**config.mk**
```make
export PLATFORM = sky130hd
export DESIGN_NAME = tcc_seq_flat
export DESIGN_NICKNAME = d
export VERILOG_FILES = /design/src/rtl/tcc_pkg.sv /design/src/rtl/tcc_if.sv /design/src/rtl/tcc_seq.sv /design/src/flat_wrapper.sv
export SDC_FILE = /design/constraint.sdc
export NUM_CORES = 1
export LEC_CHECK = 0
export BUFFER_PORTS_ARGS = -buffer_cell sky130_fd_sc_hd__buf_4
export CORE_MARGIN = 2
export CORE_UTILIZATION = 55
export CTS_CLUSTER_SIZE = 30
export DETAILED_ROUTE_END_ITERATION = 10
export PLACE_DENSITY = 0.83
export SKIP_LAST_GASP = 1
export SLEW_MARGIN = 20
export SYNTH_ARGS = -nofsm -noshare
export SYNTH_HDL_FRONTEND = slang
export SYNTH_SLANG_ARGS = --single-unit
```
**constraint.sdc**
```tcl
create_clock -name clk -period 5.3 [get_ports clk]
set_clock_uncertainty 0.1 [all_clocks]
set_input_delay 0.265 -clock clk [delete_from_list [all_inputs] [get_ports clk]]
set_output_delay 0.265 -clock clk [all_outputs]
set_load 0.01 [all_outputs]
```
**src/rtl/tcc_pkg.sv**
```systemverilog
// ----------------------------------------------------------------------------
// tcc_pkg
// Shared types and constants for the text console cursor engine.
// ----------------------------------------------------------------------------
package tcc_pkg;

  localparam int COLUMNS_DEF = 80;
  localparam int ROWS_DEF    = 25;

  localparam int FUNC_W = 2;
  localparam int CHAR_W = 8;
  localparam int ATTR_W = 8;
  localparam int ROW_W  = 5;
  localparam int COL_W  = 7;
  localparam int CELL_W = 16;

  localparam logic [FUNC_W-1:0] FUNC_PUT   = 2'd0;
  localparam logic [FUNC_W-1:0] FUNC_CLEAR = 2'd1;
  localparam logic [FUNC_W-1:0] FUNC_READ  = 2'd2;

  localparam logic [CHAR_W-1:0] CH_NEWLINE   = 8'd10;
  localparam logic [CHAR_W-1:0] CH_BACKSPACE = 8'd8;
  localparam logic [CHAR_W-1:0] CH_SPACE     = 8'h20;

  localparam logic [CELL_W-1:0] CELL_BLANK = 16'h0720;

  typedef enum logic [2:0] {
    S_CLEAR,
    S_IDLE,
    S_RD_WAIT,
    S_SCR_RD,
    S_SCR_WR,
    S_SCR_FILL,
    S_DONE
  } state_t;

  typedef struct packed {
    logic [ROW_W-1:0]  cursor_row;
    logic [COL_W-1:0]  cursor_col;
    logic [CELL_W-1:0] cell_value;
    logic              scrolled;
  } res_t;

endpackage

```
**src/rtl/tcc_if.sv**
```systemverilog
// ----------------------------------------------------------------------------
// tcc_cmd_if / tcc_res_if
// Valid/ready channels for command beats and result beats.
// ----------------------------------------------------------------------------
interface tcc_cmd_if;
  logic                        valid;
  logic                        ready;
  logic [tcc_pkg::FUNC_W-1:0]  func;
  logic [tcc_pkg::CHAR_W-1:0]  char_code;
  logic [tcc_pkg::ATTR_W-1:0]  attribute;
  logic [tcc_pkg::ROW_W-1:0]   read_row;
  logic [tcc_pkg::COL_W-1:0]   read_col;

  modport source (output valid, func, char_code, attribute, read_row, read_col,
                  input ready);
  modport sink   (input valid, func, char_code, attribute, read_row, read_col,
                  output ready);
endinterface


```
**src/rtl/tcc_seq.sv**
```systemverilog
// ----------------------------------------------------------------------------
// tcc_seq
// Sequencer: cursor state, command decode and the shared address counter
// that drives clear, scroll-copy and blank-fill sweeps over the screen store.
// ----------------------------------------------------------------------------
module tcc_seq #(
  parameter int COLUMNS = tcc_pkg::COLUMNS_DEF,
  parameter int ROWS    = tcc_pkg::ROWS_DEF,
  parameter int AW      = $clog2(ROWS * COLUMNS)
) (
  input  logic                       clk,
  input  logic                       rst,
  tcc_cmd_if.sink                    cmd,
  output logic                       res_valid,
  output tcc_pkg::res_t              res,
  input  logic                       res_free,
  output logic                       we,
  output logic [AW-1:0]              waddr,
  output logic [tcc_pkg::CELL_W-1:0] wdata,
  output logic [AW-1:0]              raddr,
  input  logic [tcc_pkg::CELL_W-1:0] rdata
);

  localparam int RW = (ROWS > 1) ? $clog2(ROWS) : 1;
  localparam int CW = $clog2(COLUMNS);

  localparam logic [RW-1:0] ROW_LAST = RW'(ROWS - 1);
  localparam logic [CW-1:0] COL_LAST = CW'(COLUMNS - 1);
  localparam logic [AW-1:0] PTR_LAST = AW'(ROWS * COLUMNS - 1);
  localparam logic [AW-1:0] COPY_END = AW'((ROWS - 1) * COLUMNS - 1);
  localparam logic [AW-1:0] ROW_STEP = AW'(COLUMNS);

  tcc_pkg::state_t state, state_next;

  logic [RW-1:0]                 row, row_next;
  logic [CW-1:0]                 col, col_next;
  logic [AW-1:0]                 ptr, ptr_next;
  logic [tcc_pkg::ATTR_W-1:0]    attr, attr_next;
  logic [tcc_pkg::CELL_W-1:0]    rd_cell, rd_cell_next;
  logic                          scrolled, scrolled_next;
  logic                          clr_reply, clr_reply_next;

  logic [AW-1:0] cur_addr;
  logic [AW-1:0] rd_addr;
  logic          rd_in_range;

  assign cur_addr    = AW'(row) * ROW_STEP + AW'(col);
  assign rd_addr     = AW'(cmd.read_row) * ROW_STEP + AW'(cmd.read_col);
  assign rd_in_range = (32'(cmd.read_row) < 32'(ROWS)) && (32'(cmd.read_col) < 32'(COLUMNS));

  always_ff @(posedge clk) begin
    if (rst) begin
      state     <= tcc_pkg::S_CLEAR;
      row       <= '0;
      col       <= '0;
      ptr       <= '0;
      clr_reply <= 1'b0;
      scrolled  <= 1'b0;
    end else begin
      state     <= state_next;
      row       <= row_next;
      col       <= col_next;
      ptr       <= ptr_next;
      clr_reply <= clr_reply_next;
      scrolled  <= scrolled_next;
    end
  end

  always_ff @(posedge clk) begin
    attr    <= attr_next;
    rd_cell <= rd_cell_next;
  end

  always_comb begin
    state_next     = state;
    row_next       = row;
    col_next       = col;
    ptr_next       = ptr;
    attr_next      = attr;
    rd_cell_next   = rd_cell;
    scrolled_next  = scrolled;
    clr_reply_next = clr_reply;
    we             = 1'b0;
    waddr          = cur_addr;
    wdata          = {cmd.attribute, cmd.char_code};
    raddr          = ptr + ROW_STEP;
    cmd.ready      = 1'b0;
    res_valid      = 1'b0;

    case (state)
      tcc_pkg::S_CLEAR: begin
        we    = 1'b1;
        waddr = ptr;
        wdata = tcc_pkg::CELL_BLANK;
        if (ptr == PTR_LAST) begin
          ptr_next       = '0;
          clr_reply_next = 1'b0;
          state_next     = clr_reply ? tcc_pkg::S_DONE : tcc_pkg::S_IDLE;
        end else begin
          ptr_next = ptr + AW'(1);
        end
      end

      tcc_pkg::S_IDLE: begin
        cmd.ready = 1'b1;
        raddr     = rd_addr;
        if (cmd.valid) begin
          rd_cell_next  = '0;
          scrolled_next = 1'b0;
          attr_next     = cmd.attribute;
          state_next    = tcc_pkg::S_DONE;
          case (cmd.func)
            tcc_pkg::FUNC_PUT: begin
              if (cmd.char_code == tcc_pkg::CH_NEWLINE) begin
                col_next = '0;
                if (row == ROW_LAST) begin
                  ptr_next      = '0;
                  scrolled_next = 1'b1;
                  state_next    = tcc_pkg::S_SCR_RD;
                end else begin
                  row_next = row + RW'(1);
                end
              end else if (cmd.char_code == tcc_pkg::CH_BACKSPACE) begin
                if (col != '0) begin
                  col_next = col - CW'(1);
                  we       = 1'b1;
                  waddr    = cur_addr - AW'(1);
                  wdata    = {cmd.attribute, tcc_pkg::CH_SPACE};
                end
              end else begin
                we = 1'b1;
                if (col == COL_LAST) begin
                  col_next = '0;
                  if (row == ROW_LAST) begin
                    ptr_next      = '0;
                    scrolled_next = 1'b1;
                    state_next    = tcc_pkg::S_SCR_RD;
                  end else begin
                    row_next = row + RW'(1);
                  end
                end else begin
                  col_next = col + CW'(1);
                end
              end
            end
            tcc_pkg::FUNC_CLEAR: begin
              row_next       = '0;
              col_next       = '0;
              ptr_next       = '0;
              clr_reply_next = 1'b1;
              state_next     = tcc_pkg::S_CLEAR;
            end
            tcc_pkg::FUNC_READ: begin
              if (rd_in_range) begin
                state_next = tcc_pkg::S_RD_WAIT;
              end
            end
            default: begin
              state_next = tcc_pkg::S_DONE;
            end
          endcase
        end
      end

      tcc_pkg::S_RD_WAIT: begin
        rd_cell_next = rdata;
        state_next   = tcc_pkg::S_DONE;
      end

      // copy: fetch the cell one row below, then write it back one row up
      tcc_pkg::S_SCR_RD: begin
        state_next = tcc_pkg::S_SCR_WR;
      end

      tcc_pkg::S_SCR_WR: begin
        we       = 1'b1;
        waddr    = ptr;
        wdata    = rdata;
        ptr_next = ptr + AW'(1);
        state_next = (ptr == COPY_END) ? tcc_pkg::S_SCR_FILL : tcc_pkg::S_SCR_RD;
      end

      tcc_pkg::S_SCR_FILL: begin
        we    = 1'b1;
        waddr = ptr;
        wdata = {attr, tcc_pkg::CH_SPACE};
        if (ptr == PTR_LAST) begin
          ptr_next   = '0;
          state_next = tcc_pkg::S_DONE;
        end else begin
          ptr_next = ptr + AW'(1);
        end
      end

      tcc_pkg::S_DONE: begin
        res_valid = 1'b1;
        if (res_free) begin
          state_next = tcc_pkg::S_IDLE;
        end
      end

      default: begin
        state_next = tcc_pkg::S_IDLE;
      end
    endcase
  end

  assign res.cursor_row = tcc_pkg::ROW_W'(row);
  assign res.cursor_col = tcc_pkg::COL_W'(col);
  assign res.cell_value = rd_cell;
  assign res.scrolled   = scrolled;

`ifndef NO_ASSERTIONS
  a_col_range: assert property (@(posedge clk) disable iff (rst) col <= COL_LAST)
    else $error("cursor column beyond last column");

  a_row_range: assert property (@(posedge clk) disable iff (rst) row <= ROW_LAST)
    else $error("cursor row beyond last row");

  a_scroll_cursor: assert property (@(posedge clk) disable iff (rst)
      (state == tcc_pkg::S_DONE && scrolled) |-> (row == ROW_LAST && col == '0))
    else $error("scroll did not leave cursor at start of bottom row");

  a_clear_start: assert property (@(posedge clk) disable iff (rst)
      (cmd.valid && cmd.ready && cmd.func == tcc_pkg::FUNC_CLEAR)
      |=> (state == tcc_pkg::S_CLEAR && ptr == '0 && row == '0 && col == '0))
    else $error("clear beat did not start sweep from home");

  a_no_write_when_done: assert property (@(posedge clk) disable iff (rst)
      (state == tcc_pkg::S_DONE || state == tcc_pkg::S_RD_WAIT) |-> !we)
    else $error("store written while no sweep or put is in progress");
`endif

endmodule

```
**src/flat_wrapper.sv**
```systemverilog
// flat-port wrapper written by rule: the top's interface ports become plain ports
module tcc_seq_flat 
#(
  parameter int COLUMNS = tcc_pkg::COLUMNS_DEF,
  parameter int ROWS    = tcc_pkg::ROWS_DEF,
  parameter int AW      = $clog2(ROWS * COLUMNS)
)
  (clk, rst, res_valid, res, res_free, we, waddr, wdata, raddr, rdata, cmd_valid, cmd_func, cmd_char_code, cmd_attribute, cmd_read_row, cmd_read_col, cmd_ready);
  tcc_cmd_if cmd_i ();
  input  logic clk;
  input  logic rst;
  output logic res_valid;
  output tcc_pkg::res_t res;
  input  logic res_free;
  output logic we;
  output logic [AW-1:0] waddr;
  output logic [tcc_pkg::CELL_W-1:0] wdata;
  output logic [AW-1:0] raddr;
  input  logic [tcc_pkg::CELL_W-1:0] rdata;
  input wire logic [$bits(cmd_i.valid)-1:0] cmd_valid;
  input wire logic [$bits(cmd_i.func)-1:0] cmd_func;
  input wire logic [$bits(cmd_i.char_code)-1:0] cmd_char_code;
  input wire logic [$bits(cmd_i.attribute)-1:0] cmd_attribute;
  input wire logic [$bits(cmd_i.read_row)-1:0] cmd_read_row;
  input wire logic [$bits(cmd_i.read_col)-1:0] cmd_read_col;
  output wire logic [$bits(cmd_i.ready)-1:0] cmd_ready;
  assign cmd_i.valid = cmd_valid;
  assign cmd_i.func = cmd_func;
  assign cmd_i.char_code = cmd_char_code;
  assign cmd_i.attribute = cmd_attribute;
  assign cmd_i.read_row = cmd_read_row;
  assign cmd_i.read_col = cmd_read_col;
  assign cmd_ready = cmd_i.ready;
  tcc_seq #(.COLUMNS(COLUMNS), .ROWS(ROWS), .AW(AW)) u_core (.clk(clk), .rst(rst), .cmd(cmd_i), .res_valid(res_valid), .res(res), .res_free(res_free), .we(we), .waddr(waddr), .wdata(wdata), .raddr(raddr), .rdata(rdata));
endmodule
```
==> flow_metrics.py, run 1 <==
metrics = {
    "finish": {
        "seqCellArea_sq_um": 1281,
        "fillers": 617,
        "multi_input_area_sq_um": 2819,
        "num_antenna_cells": 0,
        "drive_gt1_share_pct": 23.00,
        "final_cell_area_sq_um": 5323,
        "utilization_pct": 69.60,
        "nets": 717,
        "area_growth_pct": 23.81,
    },
    "place": {
        "place_hpwl_microns": 9328,
        "place.gp.congestion": 0.9028,
        "dpl_cell_area_sq_um": 5226,
        "port-buffer-count": 119,
    },
    "timing": {
        "fmax_mhz": 279.9,
        "min_period_ns": 3.572,
        "final.setup.tns_ns": 0,
        "setup_viol": 0,
        "rsz0062_at_grt": "false",
        "slew_headroom_pct": 38.53,
        "slew_violations": 0,
        "min_period_over_period_pct": 67.40,
        "worstMarginPinSlew_ns": 0.9220,
        "hold_viol": 0,
    },
    "setup_path": {
        "critPathKind": "reg -> out",
        "slowest_stage": "fa_1",
        "crit_start": "u_core.col[4]",
        "cp_max_fo": 10,
        "cp-start-kind": "flip-flop",
        "cp_cell_sequence": "ha_1 > inv_1 > fa_1 > nor2b_1 > a21boi_0 > nand4_1 > xnor2_1 > a221o_1 > buf_4",
        "crit_arrival_ns": 3.21,
        "end_kind": "primary output",
        "max_stage_delay_ns": 0.56,
        "r2r_start": "u_core.state[2]",
        "rr_worst_depth": 4,
        "cp.required_ns": 4.93,
    },
    "yosys": {
        "postSynthCellCount": 539,
        "synth-seq-area-share_pct": 29.80,
        "synthXorXnorAreaFrac_pct": 3.667,
        "synthSimpleGateAreaFrac_pct": 25.87,
        "ys.flop_type": "dfxtp_1",
        "syn_area_sq_um": 4299,
        "synth_adder_area_share_pct": 9.139,
        "synth_edf_count": 24,
        "synth.distinct_cells": 72,
        "synth_top_family_by_area": "simple AND/OR/NAND/NOR gates",
        "synth.area.mux_share_pct": 2.561,
        "synth_compound_area_share_pct": 24.33,
        "yosysWarnings": 0,
        "avgSynthCellArea_sq_um": 7.976,
        "ys_ff_latch": 52,
        "syn-num-nets": 618,
        "postSynth.asyncResetShare_pct": 0,
    },
    "clock_tree": {
        "numCtsBuffers": 5,
        "cts_sinks": 52,
        "htree_levels": 2,
        "cts.path.max_buffers": 2,
        "post_cts_buffers": 0,
        "clock_latency_ns": 0.31,
        "cts_hold_buf": 0,
        "cts_tree": "done",
        "path_clk_slew_ns": 0.10,
        "post_cts_resized": 0,
        "cts_root_buf": "clkbuf_8",
    },
    "global_route": {
        "grt_overflow": 0,
        "grt_pass1_wl_microns": 20180,
        "first_global_vias": 4266,
        "antenna_found_initial": 0,
        "grt_max_degree": 51,
        "grt.total_usage_pct": 28.70,
    },
    "job": {
        "max_cap_viol_count": 0,
    },
    "hold_path": {
        "hold_path_class": "in -> reg",
        "min-delay-start": "cmd_attribute[0]",
        "holdPathStages": 1,
    },
    "power_and_ir_drop": {
        "power.density_nw_per_um2": 235.5,
        "clockPowerShare_pct": 19.2,
        "power_frac_comb_pct": 43.1,
        "seqPwrFrac_pct": 37.6,
        "p_int_uw": 782.6,
        "p_sw_uw": 470.8,
        "swShare_pct": 37.56,
        "p_leak_nw": 2.243,
        "ir_worst_vdd_mv": 0.1295,
    },
    "floorplanning": {
        "core-area_sq_um": 7647,
        "io_pins": 120,
        "die_w_microns": 92.41,
        "initial_core_util_pct": 56.22,
        "fp-row-count": 32,
        "dieHeight_microns": 92.41,
        "die-area_sq_um": 8540,
    },
    "route": {
        "drtPass1Iterations": 5,
        "vias_per_cell": 6.089,
        "first_iter_violations": 447,
        "postRouteAntennaNets": 0,
        "wl_per_cell_microns": 16.61,
        "route.detailed.drc": 0,
        "dr_total_vias": 4512,
        "wirelength_microns": 12310,
    },
    "run_status": {
        "run_status": "finished, final reports clean",
    },
}
cell usage in the layout (no fill, tap or decap), types with 3 or more instances in the layout:
| cell type | n |
|---|---|
| a211oi_1 | 4 |
| a21o_1 | 10 |
| a21oi_1 | 47 |
| a22o_1 | 6 |
| a22oi_1 | 5 |
| a31oi_1 | 6 |
| and2_1 | 18 |
| buf_4 | 123 |
| clkbuf_8 | 5 |
| dfxtp_1 | 28 |
| edfxtp_1 | 24 |
| fa_1 | 4 |
| ha_1 | 25 |
| inv_1 | 19 |
| mux2i_1 | 11 |
| nand2_1 | 48 |
| nand2b_1 | 13 |
| nand3_1 | 20 |
| nand4_1 | 6 |
| nor2_1 | 56 |
| nor2b_1 | 11 |
| nor3_1 | 17 |
| nor3b_1 | 3 |
| nor4_1 | 3 |
| o21ai_0 | 33 |
| o22a_1 | 6 |
| o22ai_1 | 3 |
| o311ai_0 | 3 |
| o31ai_1 | 4 |
| o41ai_1 | 3 |
| or2_2 | 4 |
| or3_1 | 4 |
| xnor2_1 | 12 |
| xor2_1 | 6 |
cells in the mapped netlist, types with 6 or more instances:
master    count  share of area [%]
a21o_1       10                1.7
a21oi_1      47                5.5
a22o_1        6                1.2
a31oi_1       6               0.87
and2_1       18                2.6
clkbuf_1     25                2.2
dfxtp_1      28                 13
edfxtp_1     24                 17
ha_1         25                7.3
inv_1        19                1.7
mux2i_1      11                2.6
nand2_1      48                4.2
nand2b_1     13                1.9
nand3_1      20                2.3
nand4_1       6               0.87
nor2_1       56                4.9
nor2b_1      11                1.6
nor3_1       17                2.0
o21ai_0      33                3.8
o22a_1        6                1.2
xnor2_1      12                2.4
xor2_1        6                1.2
registers in the layout (all words and copies together), names as in the netlist:
signal	cells
u_core.rd_cell	16
u_core.ptr	11
u_core.attr	8
u_core.col	7
u_core.row	5
u_core.state	3
u_core.clr_reply	1
u_core.scrolled	1
cell type report:
class,count,area share (%)
Clock buffer,5,1.293
Timing Repair Buffer,123,17.35
Sequential cell,52,24.07
Tap cell,102,2.398
Inverter,20,1.410
Clock inverter,3,0.5172
Multi-Input combinational cell,436,52.96
power by group through the flow:
stage | logic (mW) | clock network, mW | registers (mW)
floorplan | 0.316 | 0 | 0.478
global placement | 0.524 | 0 | 0.479
detailed placement | 0.533 | 0 | 0.480
CTS | 0.537 | 0.245 | 0.471
global route | 0.593 | 0.258 | 0.474
finish | 0.541 | 0.241 | 0.471
cell families (layout without fill, tap and decap cells):
| logic type | after synthesis | in the layout |
|---|---|---|
| and+or+nand+nor | 218 | 218 |
| xor gates and xnor gates | 18 | 18 |
| AOI/OAI and AO/OA | 160 | 160 |
| adders and majority gates | 29 | 29 |
| buffers and inverters | 51 | 151 |
| muxes | 11 | 11 |
| DFF | 52 | 52 |
per-stage QoR:
step	setup WS, ns	hold WS, ns	power [mW]	std cells
2_1_floorplan	2.479	0.2639	0.7941	539
3_3_place_gp	2.167	0.3574	1.004	733
3_5_place_dp	2.082	0.3550	1.014	733
4_1_cts	1.803	0.03359	1.253	741
5_1_grt	1.494	0.02755	1.326	741
6_report	1.728	0.03475	1.253	741
critical path: cells and delay by family (launching register included):
kind	cells	cell delay (ns)
AND/OR/NAND/NOR	2	0.43
XOR/XNOR	1	0.16
adder cells (fa/ha/maj)	2	0.81
flip-flops	1	0.52
AO/OA/AOI/OAI	2	0.76
buffers and inverters	2	0.21
layer usage:
| layer | vias to the layer above | wire [microns] | global-route usage (%) |
|---|---|---|---|
| li1 | 2163 | - | - |
| met1 | 2087 | 5089 | 36.44 |
| met2 | 235 | 6047 | 51.58 |
| met3 | 27 | 963 | 3.824 |
| met4 | 0 | 209 | 6.841 |
| met5 | - | 0 | 0 |
path summary, 6_finish.rpt:
path	to	slack, ns
max	waddr[10]	1.73
min	u_core.attr[0]	0.03
max reg2reg	u_core.rd_cell[5]	1.98
min reg2reg	u_core.scrolled	0.38
No activity file was read; power rests on OpenSTA's default activity.
==> inputs of run 2 (changes only) <==
Settings changed: ABC_AREA set to 1, CORE_UTILIZATION 55 to 49, PLACE_DENSITY 0.83 to 0.78.
Clock period 5.3 ns to 3.2 ns, I/O delays scaled along.
==> run 2 against run 1 <==
Against the previous run: highest routed layer unchanged; critical endpoint unchanged; critical path depth up 3; largest cell class unchanged; sequential power rose by 78%; area after synthesis is 5.2% higher.
==> flow_metrics.py, run 2 <==
metrics = {
    "global_route": {
        "grt_max_degree": 24,
        "antenna_found_initial": 0,
        "grt_pass1_wl_microns": 21850,
        "grt.total_usage_pct": 26.55,
        "first_global_vias": 4616,
        "grt_overflow": 0,
    },
    "route": {
        "wirelength_microns": 13300,
        "route.detailed.drc": 0,
        "dr_total_vias": 4998,
        "first_iter_violations": 405,
        "wl_per_cell_microns": 14.33,
        "vias_per_cell": 5.386,
        "drtPass1Iterations": 5,
        "postRouteAntennaNets": 0,
    },
    "setup_path": {
        "max_stage_delay_ns": 0.48,
        "critPathKind": "reg -> out",
        "crit_family": "adder cells",
        "cp_cell_sequence": "ha_1 > ha_1 > inv_1 > fa_1 > inv_1 > nand2_1 > nor2_1 > xor2_1 > o22ai_1 > inv_1 > nand2_1 > buf_4",
        "slowest_stage": "dfxtp_1",
        "end_kind": "primary output",
        "worstReg2RegEnd": "u_core.rd_cell[14]",
        "rrSetupSlack_ns": 0.84,
        "cp_max_fo": 7,
        "rr_worst_depth": 5,
        "cp.required_ns": 2.94,
        "crit_arrival_ns": 2.77,
        "worst-path-buf-inv": 4,
        "r2r_start": "u_core.state[1]",
        "cpMostUsedCell": "inv_1",
        "cp-start-kind": "flip-flop",
    },
    "floorplanning": {
        "fp-row-count": 35,
        "die_w_microns": 100.1,
        "dieHeight_microns": 100.1,
        "die-area_sq_um": 10020,
        "core-area_sq_um": 9109,
        "initial_core_util_pct": 49.66,
        "io_pins": 120,
    },
    "timing": {
        "fmax_mhz": 329.7,
        "rsz0062_at_grt": "false",
        "min_period_over_period_pct": 94.77,
        "hold_viol": 0,
        "final.setup.tns_ns": 0,
        "slew_violations": 0,
        "setup_viol": 0,
        "hold_ws_ns": 0.05454,
        "worstMarginPinSlew_ns": 0.6423,
        "min_period_ns": 3.033,
        "slew_headroom_pct": 57.12,
        "setup_slack_ns": 0.1674,
    },
    "yosys": {
        "syn_area_sq_um": 4523,
        "synth.most_common_cell": "nand2_1",
        "yosysWarnings": 0,
        "ys.flop_type": "dfxtp_1",
        "syn-num-nets": 773,
        "avgSynthCellArea_sq_um": 6.517,
        "ys_ff_latch": 52,
        "synth-seq-area-share_pct": 28.33,
        "postSynth.asyncResetShare_pct": 0,
        "synth.distinct_cells": 39,
        "synth_edf_count": 24,
        "netlist_top_cells_area": "edfxtp_1 16%, nand2_1 14%, dfxtp_1 12%",
        "synth_top_cell_area_share_pct": 15.93,
        "postSynthCellCount": 694,
        "ys_top_cells_by_count": "171 x nand2_1, 112 x inv_1, 78 x nor2_1",
        "synth.largest_area_cell": "edfxtp_1",
    },
    "clock_tree": {
        "path_clk_slew_ns": 0.11,
        "clock_latency_ns": 0.31,
        "cts_root_buf": "clkbuf_8",
        "cts_sinks": 52,
        "post_cts_buffers": 0,
        "cts_hold_buf": 8,
        "cts.path.max_buffers": 2,
        "numCtsBuffers": 5,
        "htree_levels": 2,
        "post_cts_resized": 0,
        "cts_tree": "done",
    },
    "hold_path": {
        "min-delay-start": "rdata[10]",
        "min_to": "u_core.rd_cell[10]",
        "hold_path_class": "in -> reg",
        "holdPathStages": 3,
    },
    "finish": {
        "num_antenna_cells": 0,
        "utilization_pct": 62.35,
        "final_cell_mix": "171 x nand2_1, 125 x buf_4, 112 x inv_1",
        "final_cells": 928,
        "fillers": 842,
        "drive_gt1_share_pct": 18.85,
        "final_cell_area_sq_um": 5679,
        "final_common_cell": "nand2_1",
        "largest_register": "u_core.rd_cell",
        "nets": 895,
        "largestRegisters": "u_core.rd_cell: 16 flops, u_core.ptr: 11 flops, u_core.attr: 8 flops",
        "largest_reg_flops": 16,
        "area_growth_pct": 25.56,
    },
    "job": {
        "max_cap_viol_count": 0,
    },
    "power_and_ir_drop": {
        "ir_worst_vdd_mv": 0.2099,
        "p_leak_nw": 2.788,
        "power.density_nw_per_um2": 382.9,
        "total_power_mw": 2.175,
    },
    "place": {
        "port-buffer-count": 119,
        "pre_cts_slack_ns": 0.5322,
        "place_inst": 912,
        "place.gp.congestion": 0.9179,
        "place_hpwl_microns": 10470,
        "dpl_cell_area_sq_um": 5505,
    },
    "run_status": {
        "run_status": "finished, final reports clean",
    },
}
## run 2: routing by layer
metal  vias up  wire length [microns]  global-route usage, %
li1       2494                      -                      -
met3        24                   1071                  2.994
met2       235                   6329                  47.35
met1      2245                   5700                  34.78
met5         -                      0                      0
met4         0                    195                  5.690
## run 2: how the worst max path moves through the flow
stage / start / to / slack (ns) / cells past startpoint
after detailed placement: u_core.row[3] / waddr[10] / 0.53 / 12
after global routing: u_core.row[3] / waddr[10] / 0.001 / 12
final: u_core.row[3] / waddr[10] / 0.17 / 12
after CTS: u_core.row[3] / waddr[10] / 0.17 / 12
after global placement: u_core.row[3] / waddr[10] / 0.66 / 12
after floorplan: u_core.row[3] / waddr[10] / 0.79 / 13
## run 2: cell families (layout without fill, tap and decap cells)
kind of cell	Yosys count	in the layout	share of synthesized area (%)
simple gates	345	345	32.97
buf+inv	137	260	11.98
fa+ha+maj	29	29	8.686
xor+xnor	20	20	3.873
flops	52	52	28.33
compound gates	111	111	14.16
## run 2: layout make-up
type	instances	area [sq um]	share of cell area, %
inverters	119	446.7	7.865
flip-flops and latches	52	1281	22.56
well taps	111	138.9	2.445
clock buffers	5	68.82	1.212
clock inverters	3	25.02	0.4406
repair buffers	133	1018	17.93
multi-input cells	505	2700	47.54
## run 2: worst register-to-register path: stages (launching register included)
cell,delay [ns]
dfxtp_1,0.75
inv_2,0.27
nor2_1,0.14
nand2_1,0.06
buf_4,0.19
nand2_1,0.49
## run 2: where the power goes
| part | internal, mW | leakage, nW | total [mW] | switching [mW] |
|---|---|---|---|---|
| logic | 0.381 | 2.29 | 0.923 | 0.542 |
| clock network | 0.160 | 0.0452 | 0.413 | 0.252 |
| registers | 0.781 | 0.448 | 0.839 | 0.0578 |
